## config.mk

```make
export PLATFORM = sky130hd
export DESIGN_NAME = soft_timer_bank
export DESIGN_NICKNAME = d
export VERILOG_FILES = /design/src/rtl/stb_pkg.sv /design/src/rtl/stb_cell.sv /design/src/rtl/stb_proc.sv /design/src/rtl/soft_timer_bank.sv
export SDC_FILE = /design/constraint.sdc
export NUM_CORES = 1
export LEC_CHECK = 0
export CORE_MARGIN = 3
export CORE_UTILIZATION = 55
export CTS_BUF_LIST = sky130_fd_sc_hd__clkbuf_8
export CTS_CLUSTER_DIAMETER = 60
export DETAILED_ROUTE_END_ITERATION = 8
export DONT_BUFFER_PORTS = 1
export PLACE_DENSITY = 0.76
export SLEW_MARGIN = 10
export SYNTH_ARGS = -nofsm -noshare
export SYNTH_HDL_FRONTEND = slang
export SYNTH_SLANG_ARGS = --single-unit
```

## constraint.sdc

```tcl
create_clock -name clk -period 6.9 [get_ports clk]
set_clock_uncertainty 0.2 [all_clocks]
set_input_delay 0.345 -clock clk [delete_from_list [all_inputs] [get_ports clk]]
set_output_delay 0.345 -clock clk [all_outputs]
set_load 0.02 [all_outputs]
```

## src/rtl/stb_pkg.sv

```systemverilog
`timescale 1ns / 1ps
`default_nettype none

package stb_pkg;

  localparam int STB_TIMER_COUNT = 8;
  localparam int STB_PADDR_W     = 3;

  localparam logic [2:0] KIND_TICK     = 3'd0;
  localparam logic [2:0] KIND_RUN      = 3'd1;
  localparam logic [2:0] KIND_LOAD     = 3'd2;
  localparam logic [2:0] KIND_LOAD_RUN = 3'd3;
  localparam logic [2:0] KIND_STOP     = 3'd4;
  localparam logic [2:0] KIND_QUERY    = 3'd5;

  localparam logic RES_EXPIRY = 1'b0;
  localparam logic RES_QUERY  = 1'b1;

  localparam logic REG_EVENT_ENABLE = 1'b0;

  typedef enum logic [1:0] {
    ST_IDLE,
    ST_WALK,
    ST_FLUSH
  } state_t;

  typedef struct packed {
    logic [31:0] count;
    logic        run;
  } cell_t;

  typedef struct packed {
    logic [2:0]  kind;
    logic        match;
    logic [31:0] load;
    logic        en_bit;
  } head_op_t;

  typedef struct packed {
    cell_t slot;
    logic  evt;
    logic  query_hit;
  } head_res_t;

endpackage

`default_nettype wire

```

## src/rtl/stb_cell.sv

```systemverilog
`timescale 1ns / 1ps
`default_nettype none

module stb_cell (
  input  wire           clk,
  input  wire           rst,
  input  wire           shift,
  input  stb_pkg::cell_t d,
  output stb_pkg::cell_t q
);
  import stb_pkg::*;

  cell_t held;

  // Take the neighbor's timer on each shift, hold otherwise.
  always_ff @(posedge clk) begin
    if (rst) begin
      held <= '0;
    end else if (shift) begin
      held <= d;
    end
  end

  assign q = held;

endmodule

`default_nettype wire

```

## src/rtl/stb_proc.sv

```systemverilog
`timescale 1ns / 1ps
`default_nettype none

module stb_proc (
  input  stb_pkg::cell_t    head,
  input  stb_pkg::head_op_t op,
  output stb_pkg::head_res_t res
);
  import stb_pkg::*;

  logic nonzero;

  assign nonzero = (head.count != 32'd0);

  always_comb begin
    res           = '0;
    res.slot      = head;
    unique case (op.kind)
      KIND_TICK: begin
        if (head.run && nonzero) begin
          res.slot.count = head.count - 32'd1;
          res.evt        = (head.count == 32'd1) && op.en_bit;
        end
      end
      KIND_RUN: begin
        if (op.match) res.slot.run = 1'b1;
      end
      KIND_LOAD: begin
        if (op.match) res.slot.count = op.load;
      end
      KIND_LOAD_RUN: begin
        if (op.match) begin
          res.slot.count = op.load;
          res.slot.run   = 1'b1;
        end
      end
      KIND_STOP: begin
        if (op.match) res.slot.run = 1'b0;
      end
      KIND_QUERY: begin
        // Stop a timer found running at zero.
        if (op.match && head.run && !nonzero) begin
          res.slot.run  = 1'b0;
          res.query_hit = 1'b1;
        end
      end
      default: begin
        res.slot = head;
      end
    endcase
  end

endmodule

`default_nettype wire

```

## src/rtl/soft_timer_bank.sv

```systemverilog
`timescale 1ns / 1ps
`default_nettype none

// Bank of TIMER_COUNT 32-bit down-counting timers. The timers sit in a ring
// of cells that rotates by one place per cycle, except while an expiry stalls
// on a full output; a single update unit at the head of the ring applies the
// current command to whichever timer passes it. Every input word (tick, run,
// load, load-and-run, stop, timeout query) is accepted, walked once around the
// ring and then flushed; the walk stalls while the output register is full and
// another result is waiting. in_ready is high only between words.
// A tick emits one expiry word per enabled timer that reaches zero, in rising
// index order, with last on the final one; a query always emits one word.
// The event enable register sits at byte address 0 of the APB-style port.
module soft_timer_bank #(
  parameter int TIMER_COUNT = stb_pkg::STB_TIMER_COUNT
) (
  input  wire                             clk,
  input  wire                             rst,
  // input channel
  input  wire                             in_valid,
  output logic                            in_ready,
  input  wire  [2:0]                      kind,
  input  wire  [7:0]                      timer_index,
  input  wire  [31:0]                     load_value,
  // result channel
  output logic                            out_valid,
  input  wire                             out_ready,
  output logic                            result_kind,
  output logic [7:0]                      result_timer,
  output logic                            timed_out,
  output logic                            last,
  // configuration port
  input  wire                             psel,
  input  wire                             penable,
  input  wire                             pwrite,
  input  wire  [stb_pkg::STB_PADDR_W-1:0] paddr,
  input  wire  [31:0]                     pwdata,
  output logic [31:0]                     prdata,
  output logic                            pready
);
  import stb_pkg::*;

  localparam int STEP_W = (TIMER_COUNT > 1) ? $clog2(TIMER_COUNT) : 1;
  localparam logic [STEP_W-1:0] STEP_LAST = STEP_W'(TIMER_COUNT - 1);

  // Configuration: one register, the per-timer event enables.
  logic [7:0] event_enable;

  assign pready = 1'b1;

  always_ff @(posedge clk) begin
    if (rst) begin
      event_enable <= 8'd0;
    end else if (psel && penable && pwrite && (paddr[2] == REG_EVENT_ENABLE)) begin
      event_enable <= pwdata[7:0];
    end
  end

  always_comb begin
    prdata = 32'd0;
    if (paddr[2] == REG_EVENT_ENABLE) prdata = {24'd0, event_enable};
  end

  // Sequencer and latched command.
  state_t            state, state_next;
  logic [STEP_W-1:0] step;
  logic [7:0]        step_ext;
  logic [2:0]        op_kind;
  logic [7:0]        op_idx;
  logic [31:0]       op_load;

  // One pending result: it goes out only once we know whether it is the last.
  logic              pend_valid;
  logic              pend_kind;
  logic [7:0]        pend_timer;
  logic              pend_tout;

  logic              can_push;
  logic              push;
  logic              push_last;
  logic              shift;

  head_op_t          hop;
  head_res_t         hres;
  cell_t             ring_q [TIMER_COUNT];

  assign step_ext = {{(8 - STEP_W){1'b0}}, step};
  assign can_push = !out_valid || out_ready;

  // Ring of timer cells: each cell takes from its upper neighbor, the top cell
  // takes the updated head, so a full rotation restores the original order.
  for (genvar k = 0; k < TIMER_COUNT; k++) begin : g_ring
    cell_t d_in;
    if (k == TIMER_COUNT - 1) begin : g_top
      assign d_in = hres.slot;
    end else begin : g_mid
      assign d_in = ring_q[k + 1];
    end
    stb_cell u_cell (
      .clk   (clk),
      .rst   (rst),
      .shift (shift),
      .d     (d_in),
      .q     (ring_q[k])
    );
  end

  // Head update: the timer at ring position 0 is timer number step.
  always_comb begin
    hop.kind   = op_kind;
    hop.match  = (op_idx == step_ext);
    hop.load   = op_load;
    // Only the first eight timers have an enable bit.
    hop.en_bit = (step_ext < 8'd8) ? event_enable[step_ext[2:0]] : 1'b0;
  end

  stb_proc u_proc (
    .head (ring_q[0]),
    .op   (hop),
    .res  (hres)
  );

  // Next state.
  always_comb begin
    state_next = state;
    unique case (state)
      ST_IDLE:  if (in_valid) state_next = ST_WALK;
      ST_WALK:  if (shift && (step == STEP_LAST)) state_next = ST_FLUSH;
      ST_FLUSH: if (!pend_valid || can_push) state_next = ST_IDLE;
      default:  state_next = ST_IDLE;
    endcase
  end

  // Sequencer outputs.
  always_comb begin
    in_ready  = 1'b0;
    shift     = 1'b0;
    push      = 1'b0;
    push_last = 1'b0;
    unique case (state)
      ST_IDLE: begin
        in_ready = 1'b1;
      end
      ST_WALK: begin
        // A new event displaces the pending one; stall if it cannot leave.
        shift = !(hres.evt && pend_valid && !can_push);
        push  = hres.evt && pend_valid && can_push;
      end
      ST_FLUSH: begin
        push      = pend_valid && can_push;
        push_last = 1'b1;
      end
      default: begin
        in_ready = 1'b0;
      end
    endcase
  end

  always_ff @(posedge clk) begin
    if (rst) begin
      state <= ST_IDLE;
      step  <= '0;
    end else begin
      state <= state_next;
      if (state == ST_WALK && shift) begin
        step <= (step == STEP_LAST) ? '0 : step + STEP_W'(1);
      end
    end
  end

  // Latch the command word.
  always_ff @(posedge clk) begin
    if (in_valid && in_ready) begin
      op_kind <= kind;
      op_idx  <= timer_index;
      op_load <= load_value;
    end
  end

  // Pending result.
  always_ff @(posedge clk) begin
    if (rst) begin
      pend_valid <= 1'b0;
    end else begin
      unique case (state)
        ST_IDLE: begin
          if (in_valid) begin
            // A query always answers, false unless the walk finds a hit.
            pend_valid <= (kind == KIND_QUERY);
            pend_kind  <= RES_QUERY;
            pend_timer <= timer_index;
            pend_tout  <= 1'b0;
          end
        end
        ST_WALK: begin
          if (shift && hres.evt) begin
            pend_valid <= 1'b1;
            pend_kind  <= RES_EXPIRY;
            pend_timer <= step_ext;
            pend_tout  <= 1'b0;
          end
          if (shift && hres.query_hit) pend_tout <= 1'b1;
        end
        ST_FLUSH: begin
          if (push) pend_valid <= 1'b0;
        end
        default: begin
          pend_valid <= 1'b0;
        end
      endcase
    end
  end

  // Output register.
  always_ff @(posedge clk) begin
    if (rst) begin
      out_valid <= 1'b0;
    end else if (push) begin
      out_valid <= 1'b1;
    end else if (out_ready) begin
      out_valid <= 1'b0;
    end
  end

  always_ff @(posedge clk) begin
    if (push) begin
      result_kind  <= pend_kind;
      result_timer <= pend_timer;
      timed_out    <= pend_tout;
      last         <= push_last;
    end
  end

endmodule

`default_nettype wire

```

# Word-level counts from Yosys, hierarchy flattened
# Cells that the tools add are included.
[word_totals]
latch_bits = 0
memories = 0
mem_bits_ro = 0
elab_cells = 126
input_bits = 85
out_inout_bits = 46
ramBits = 0
reg_bits = 343
[op_classes]
reduce_logical = 32
div_mod_pow = 0
muxes = 40
eq_ne = 17
n_addsub = 2
bitwise = 2
multipliers = 0
order_cmp = 2
shift = 0
[ops]
columns = ["op", "count"]
rows = [
  ["32-bit one-hot mux with 3 select lines", 1],
  ["32-bit two-way mux", 2],
  ["33-bit two-way mux", 1],
  ["32-bit by 1-bit == test with 1-bit output (second input constant)", 1],
  ["32-bit nonzero test", 1],
  ["32-bit by 1-bit subtractor with 32-bit output (second input constant)", 1],
  ["8-bit two-way mux", 3],
  ["1-bit two-way mux", 21],
  ["1-bit logical AND", 16],
  ["8-bit one-hot mux with 2 select lines", 1],
  ["3-bit == test (second input constant)", 4],
  ["8-bit by 3-bit == test with 1-bit output", 1],
  ["3-bit by 4-bit < comparator with 1-bit output (second input constant)", 2],
  ["2-bit != test (second input constant)", 4],
  ["4-bit AND reduction", 2],
  ["3-bit by 2-bit == test with 1-bit output (second input constant)", 2],
  ["2-bit two-way mux", 3],
  ["1-bit one-hot mux with 2 select lines", 3],
  ["2-bit one-hot mux with 3 select lines", 1],
  ["3-bit AND reduction", 2],
  ["1-bit zero test", 5],
  ["1-bit one-hot mux with 4 select lines", 1],
  ["2-bit nonzero test", 2],
  ["3-bit by 1-bit adder with 3-bit output (second input constant)", 1],
  ["other kinds (12)", 14],
]

# Longest topological paths before layout
[depth]
ltp_word = 14
depth_mapped = 11
mapped_depth_nobuf = 8

# Modules after synthesis
# From an unflattened synthesis, not the netlist that was laid out.
[unflattened]
hier_cells = 1340
hier_area_um2 = 14315.0
[modules_own_cells]
columns = ["mod", "seq_area_each_um2", "area_per_inst_um2", "n_inst", "cells_per_inst"]
rows = [
  ["stb_cell", 660.6, 1202.4, 8, 107],
  ["soft_timer_bank", 2222.1, 3109.2, 1, 216],
  ["stb_proc", 0.0, 1586.5, 1, 268],
]

# Worst setup path before layout
# No wires, ideal clock.
[synth_path]
kind = "register to register"
startpoint = "register g_ring[0].u_cell.held, in the netlist g_ring[0].u_cell.q[5]"
endpoint = "register pend_tout (enable)"
setup_ns = 0.307
required_ns = 6.393
path_slack_ns = 3.893
stages_incl_launch_ff = 8
arrival_time_ns = 2.500
period_less_slack_ns = 3.007
path_buffers = 2
cell_sequence = "dfxtp_1 clkbuf_1 nor4_2 nand4_2 or3_1 buf_2 or4_1 a31oi_1"
[synth_between]
elab_chain_len = 11
elab_cells_between_ends = 18
cone_classes = "eq/ne (2); mux (5); reduce/logical (11)"
[synth_lines]
columns = ["element", "line_no", "rtl"]
rows = [
  ["from (decl)", "stb_cell.sv:13", "cell_t held;"],
  ["from (signal assigned)", "stb_cell.sv:18", "held <= '0;"],
  ["from (signal assigned)", "stb_cell.sv:20", "held <= d;"],
  ["32-bit by 1-bit == test with 1-bit output / 32-bit nonzero test (equally long branches)", "stb_proc.sv:22, stb_proc.sv:13", ""],
  ["1-bit logical AND (on tied branches)", "stb_proc.sv:22, stb_proc.sv:20", ""],
  ["1-bit two-way mux", "stb_proc.sv:20", "if (head.run && nonzero) begin"],
  ["1-bit two-way mux", "stb_proc.sv:18", "unique case (op.kind)"],
  ["1-bit logical AND (2 in a row)", "soft_timer_bank.sv:146", "shift = !(hres.evt && pend_valid && !can_push);"],
  ["1-bit zero test", "soft_timer_bank.sv:146", ""],
  ["1-bit two-way mux", "soft_timer_bank.sv:140", "unique case (state)"],
  ["1-bit logical AND (on tied branches)", "soft_timer_bank.sv:196, soft_timer_bank.sv:202", ""],
  ["3-bit by 1-bit != test with 1-bit output (no line) *", "n/a", ""],
  ["4-bit AND reduction (no line) *", "n/a", ""],
  ["to (signal assigned)", "soft_timer_bank.sv:192", "pend_tout <= 1'b0;"],
  ["to (signal assigned)", "soft_timer_bank.sv:200", "pend_tout <= 1'b0;"],
  ["to (signal assigned)", "soft_timer_bank.sv:202", "if (shift && hres.query_hit) pend_tout <= 1'b1;"],
  ["to (decl)", "soft_timer_bank.sv:76", "logic pend_tout;"],
]
# Mark *: on every way between the ends. The rest lies on a longest branch, timed or not.
# A chain may end at the register's enable or synchronous reset.

# Worst setup path in the final report
[layout_path]
startpoint = "register g_ring[0].u_cell.held, in the netlist g_ring[0].u_cell.q[17]"
endpoint = "register g_ring[7].u_cell.held, in the netlist g_ring[7].u_cell.q[31]"
[layout_between]
elab_chain_len = 8
elab_cells_between_ends = 13
cone_classes = "add/sub (1); eq/ne (1); mux (5); reduce/logical (6)"
[layout_lines]
columns = ["element", "line_no"]
rows = [
  ["parallel branches: the longest is 8 deep, another holds 32-bit by 1-bit subtractor with 32-bit output", "n/a"],
  ["to (signal assigned)", "stb_cell.sv:18"],
  ["to (signal assigned)", "stb_cell.sv:20"],
  ["to (decl)", "stb_cell.sv:13"],
]
# Parallel ways; which one is timed is not known.

==> impl_metrics.env <==
export IMPL_status="finished, final reports clean"
export IMPL_grt_pass1_wl_mm=47.0
export IMPL_routabilityCongestion=0.859
export IMPL_synthCells=1552
export IMPL_clk_pin_slew_ps=60
export IMPL_globalRouteTotalUtil_pct=21.6
export IMPL_synthFlopType="dfxtp_1"
export IMPL_fmax_ghz=0.240
export IMPL_slew_viol_final=0
export IMPL_max_cap_violations=0
export IMPL_r2r_start="g_ring[0].u_cell.q[17]"
export IMPL_final_setup_tns_ps=0
export IMPL_hold_path_class="input port to flip-flop"
export IMPL_cts_resized_gates=0
export IMPL_cts_buffer_depth=3
export IMPL_synth_area_leaders="dfxtp_1 (41%), nand2_1 (14%), edfxtp_1 (14%)"
export IMPL_crit_type="flip-flop to flip-flop"
export IMPL_rsz0062_at_grt="no"
export IMPL_clock_sinks=343
export IMPL_start_kind="flip-flop"
export IMPL_sequentialPowerShare_pct=48.6
export IMPL_cts_inserted_buffers=52
export IMPL_ys_seq_area_share_pct=55.4
export IMPL_detail_route_wirelength_mm=29.2
export IMPL_dp_hpwl_mm=16.4
export IMPL_syn_avg_cell_area_um2=8.73
export IMPL_antennaDiodeCount=0
export IMPL_hold_buffers=61
export IMPL_synth_edff_count=64
export IMPL_hp_start="pwrite"
export IMPL_combinationalPowerShare_pct=16.6
export IMPL_fp_dieH_um=163
export IMPL_tightestPinTransition_ps=1190
export IMPL_hold_viol=0
export IMPL_io_pin_count=131
export IMPL_io_buffers=0
export IMPL_placed_area_um2=13400
export IMPL_yosysTopAreaCell="dfxtp_1"
export IMPL_required_ps=7190
export IMPL_ant_nets=0
export IMPL_syn_area_um2=13600
export IMPL_setup_viol=0
export IMPL_grt_overflow=0
export IMPL_worstSetupStartpoint="g_ring[0].u_cell.q[17]"
export IMPL_p_int_uw=3250
export IMPL_antenna_found_initial=0
export IMPL_final_cell_area_um2=15000
export IMPL_yosys_warnings=0
export IMPL_first_global_vias=9339
export IMPL_cts_root_buf="clkbuf_8"
export IMPL_dieWidth_um=163
export IMPL_grt_start_max_net_pins=270
export IMPL_num_rows=56
export IMPL_clkPwrFrac_pct=34.8
export IMPL_cts_tree="done"
export IMPL_ff2ff_setup_slack_ps=2730
export IMPL_synthMostInstantiatedCell="nand2_1"
export IMPL_path_max_fanout=95
export IMPL_synthArstFlopShare_pct=0
export IMPL_nets=1656
export IMPL_drive_gt1_share_pct=6.81
export IMPL_yosys_top_cells_count="nand2_1 (517), dfxtp_1 (279), a21oi_1 (257)"
export IMPL_clk_latency_ps=590
export IMPL_critPathArrivalTime_ps=4460
export IMPL_pwr_density_cell_nw_per_um2=313
export IMPL_p_leak_uw=0.00498
export IMPL_synth_cell_types=66
export IMPL_netSwitchingFraction_pct=30.8
export IMPL_ir_worst_vdd_mv=0.335
export IMPL_synth_seq_cells=343
export IMPL_area_growth_syn_to_layout_pct=10.9
export IMPL_drt_iter0_markers=1019
export IMPL_drt_wirelength_per_cell_um=15.2
export IMPL_fin_crit_sh_pct=60.4
export IMPL_die_area_um2=26600
export IMPL_power_switching_uw=1450
export IMPL_slew_headroom_pct=20.7
export IMPL_cts_setup_buffers=0
export IMPL_htreeDepth=2
export IMPL_core_area_um2=23800
export IMPL_initial_core_util_pct=56.9
export IMPL_drc=0
export IMPL_synth_top_area_share_pct=41.2
export IMPL_end_kind="flip-flop"
export IMPL_num_vias=10700
export IMPL_fin_crit_ps=4170
export IMPL_via_per_inst=5.57
export IMPL_dr_pass1_iters=6
-- layout by cell type (no fill, tap or decap), drive strengths merged, types with 4 or more instances in the layout --
| cell type | Yosys | routed |
|---|---|---|
| a211oi | 5 | 5 |
| a21oi | 257 | 257 |
| a311oi | 8 | 8 |
| and2 | 4 | 4 |
| buf | 85 | 10 |
| clkbuf | 51 | 62 |
| clkinv | 0 | 10 |
| conb | 2 | 25 |
| dfxtp | 279 | 279 |
| dlygate4sd3 | 0 | 60 |
| edfxtp | 64 | 64 |
| ha | 8 | 8 |
| inv | 9 | 24 |
| mux2 | 12 | 12 |
| nand2 | 517 | 517 |
| nand2b | 4 | 4 |
| nand3 | 27 | 27 |
| nand4 | 7 | 7 |
| nand4b | 4 | 4 |
| nor2 | 47 | 47 |
| nor2b | 17 | 17 |
| nor3 | 20 | 20 |
| nor4 | 19 | 19 |
| o21ai | 10 | 10 |
| o311ai | 5 | 5 |
| o31ai | 13 | 13 |
| o41ai | 7 | 7 |
| or3 | 11 | 11 |
| or4 | 5 | 5 |
-- layout make-up --
| type | instances | area [µm²] |
|---|---|---|
| Multi-Input combinational cell | 1087 | 5340 |
| Clock inverter | 29 | 179 |
| Tap cell | 319 | 399 |
| Timing Repair Buffer | 70 | 721 |
| Clock buffer | 62 | 853 |
| Fill cell | 1964 | 8790 |
| Sequential cell | 343 | 7510 |
| Inverter | 9 | 33.8 |
-- through the flow --
step / instances / hold WS (ps) / power (µW) / utilization [%] / worst slack (ps)
6_report: 1919 / 55.2 / 4700 / 63.1 / 2730
5_1_grt: 1919 / 76.3 / 4920 / 63.1 / 2470
4_1_cts: 1919 / 9.50 / 4710 / 63.1 / 2800
3_5_place_dp: 1767 / 206 / 3040 / 56.1 / 2820
3_3_place_gp: 1767 / 203 / 3030 / 56.1 / 2850
2_1_floorplan: 1575 / 200 / 3000 / - / 3890
-- power groups by stage --
| stage | registers [µW] | clock network [µW] | logic, µW |
|---|---|---|---|
| floorplan | 2290 | 0 | 710 |
| global placement | 2320 | 0 | 713 |
| detailed placement | 2320 | 0 | 718 |
| CTS | 2280 | 1660 | 769 |
| global route | 2290 | 1760 | 861 |
| finish | 2290 | 1640 | 779 |
-- worst paths after layout --
path | end | depth (start not counted)
setup / recovery | g_ring[7].u_cell.q[31] | 7
hold / removal | event_enable[4] | 3
setup reg to reg | g_ring[7].u_cell.q[31] | 7
hold reg to reg | result_timer[4] | 0
-- state kept, by name, summed over array words and instances, names as in the netlist --
name / flops
pend_valid: 1
state: 2
timed_out: 1
out_valid: 1
op_load: 32
op_kind: 3
result_kind: 1
last: 1
pend_kind: 1
step: 3
op_idx: 8
g_ring.u_cell.q: 264
pend_tout: 1
result_timer: 8
pend_timer: 8
event_enable: 8
-- per-layer routing --
metal  global-route usage (%)  up-vias  routed length (µm)
met5                        0        -                   0
met4                     7.80        0                 737
met3                     3.59       59                2030
met2                     33.5      393               13500
met1                     30.7     4982               12900
li1                         -     5262                   -
-- critical path, stage by stage, from the launching register on --
cell and delay (ps):
dfxtp_1 380, nor4_1 710, nand4_1 390, or4_1 660, nand2_4 770, buf_4 530, nor2_1 70, a32o_1 290
-- kinds of logic after synthesis --
| logic type | after synthesis | share of synthesized area, % |
|---|---|---|
| AND/OR/NAND/NOR | 697 | 21.8 |
| flip-flops | 343 | 55.4 |
| AO/OA/AOI/OAI | 337 | 14.3 |
| buffers and inverters | 145 | 5.99 |
| multiplexers | 17 | 1.55 |
| adder cells (fa/ha/maj) | 8 | 0.738 |
| XOR/XNOR | 3 | 0.194 |
| other | 2 | 0.0554 |
Note: power is estimated with default switching activity, not from simulation.
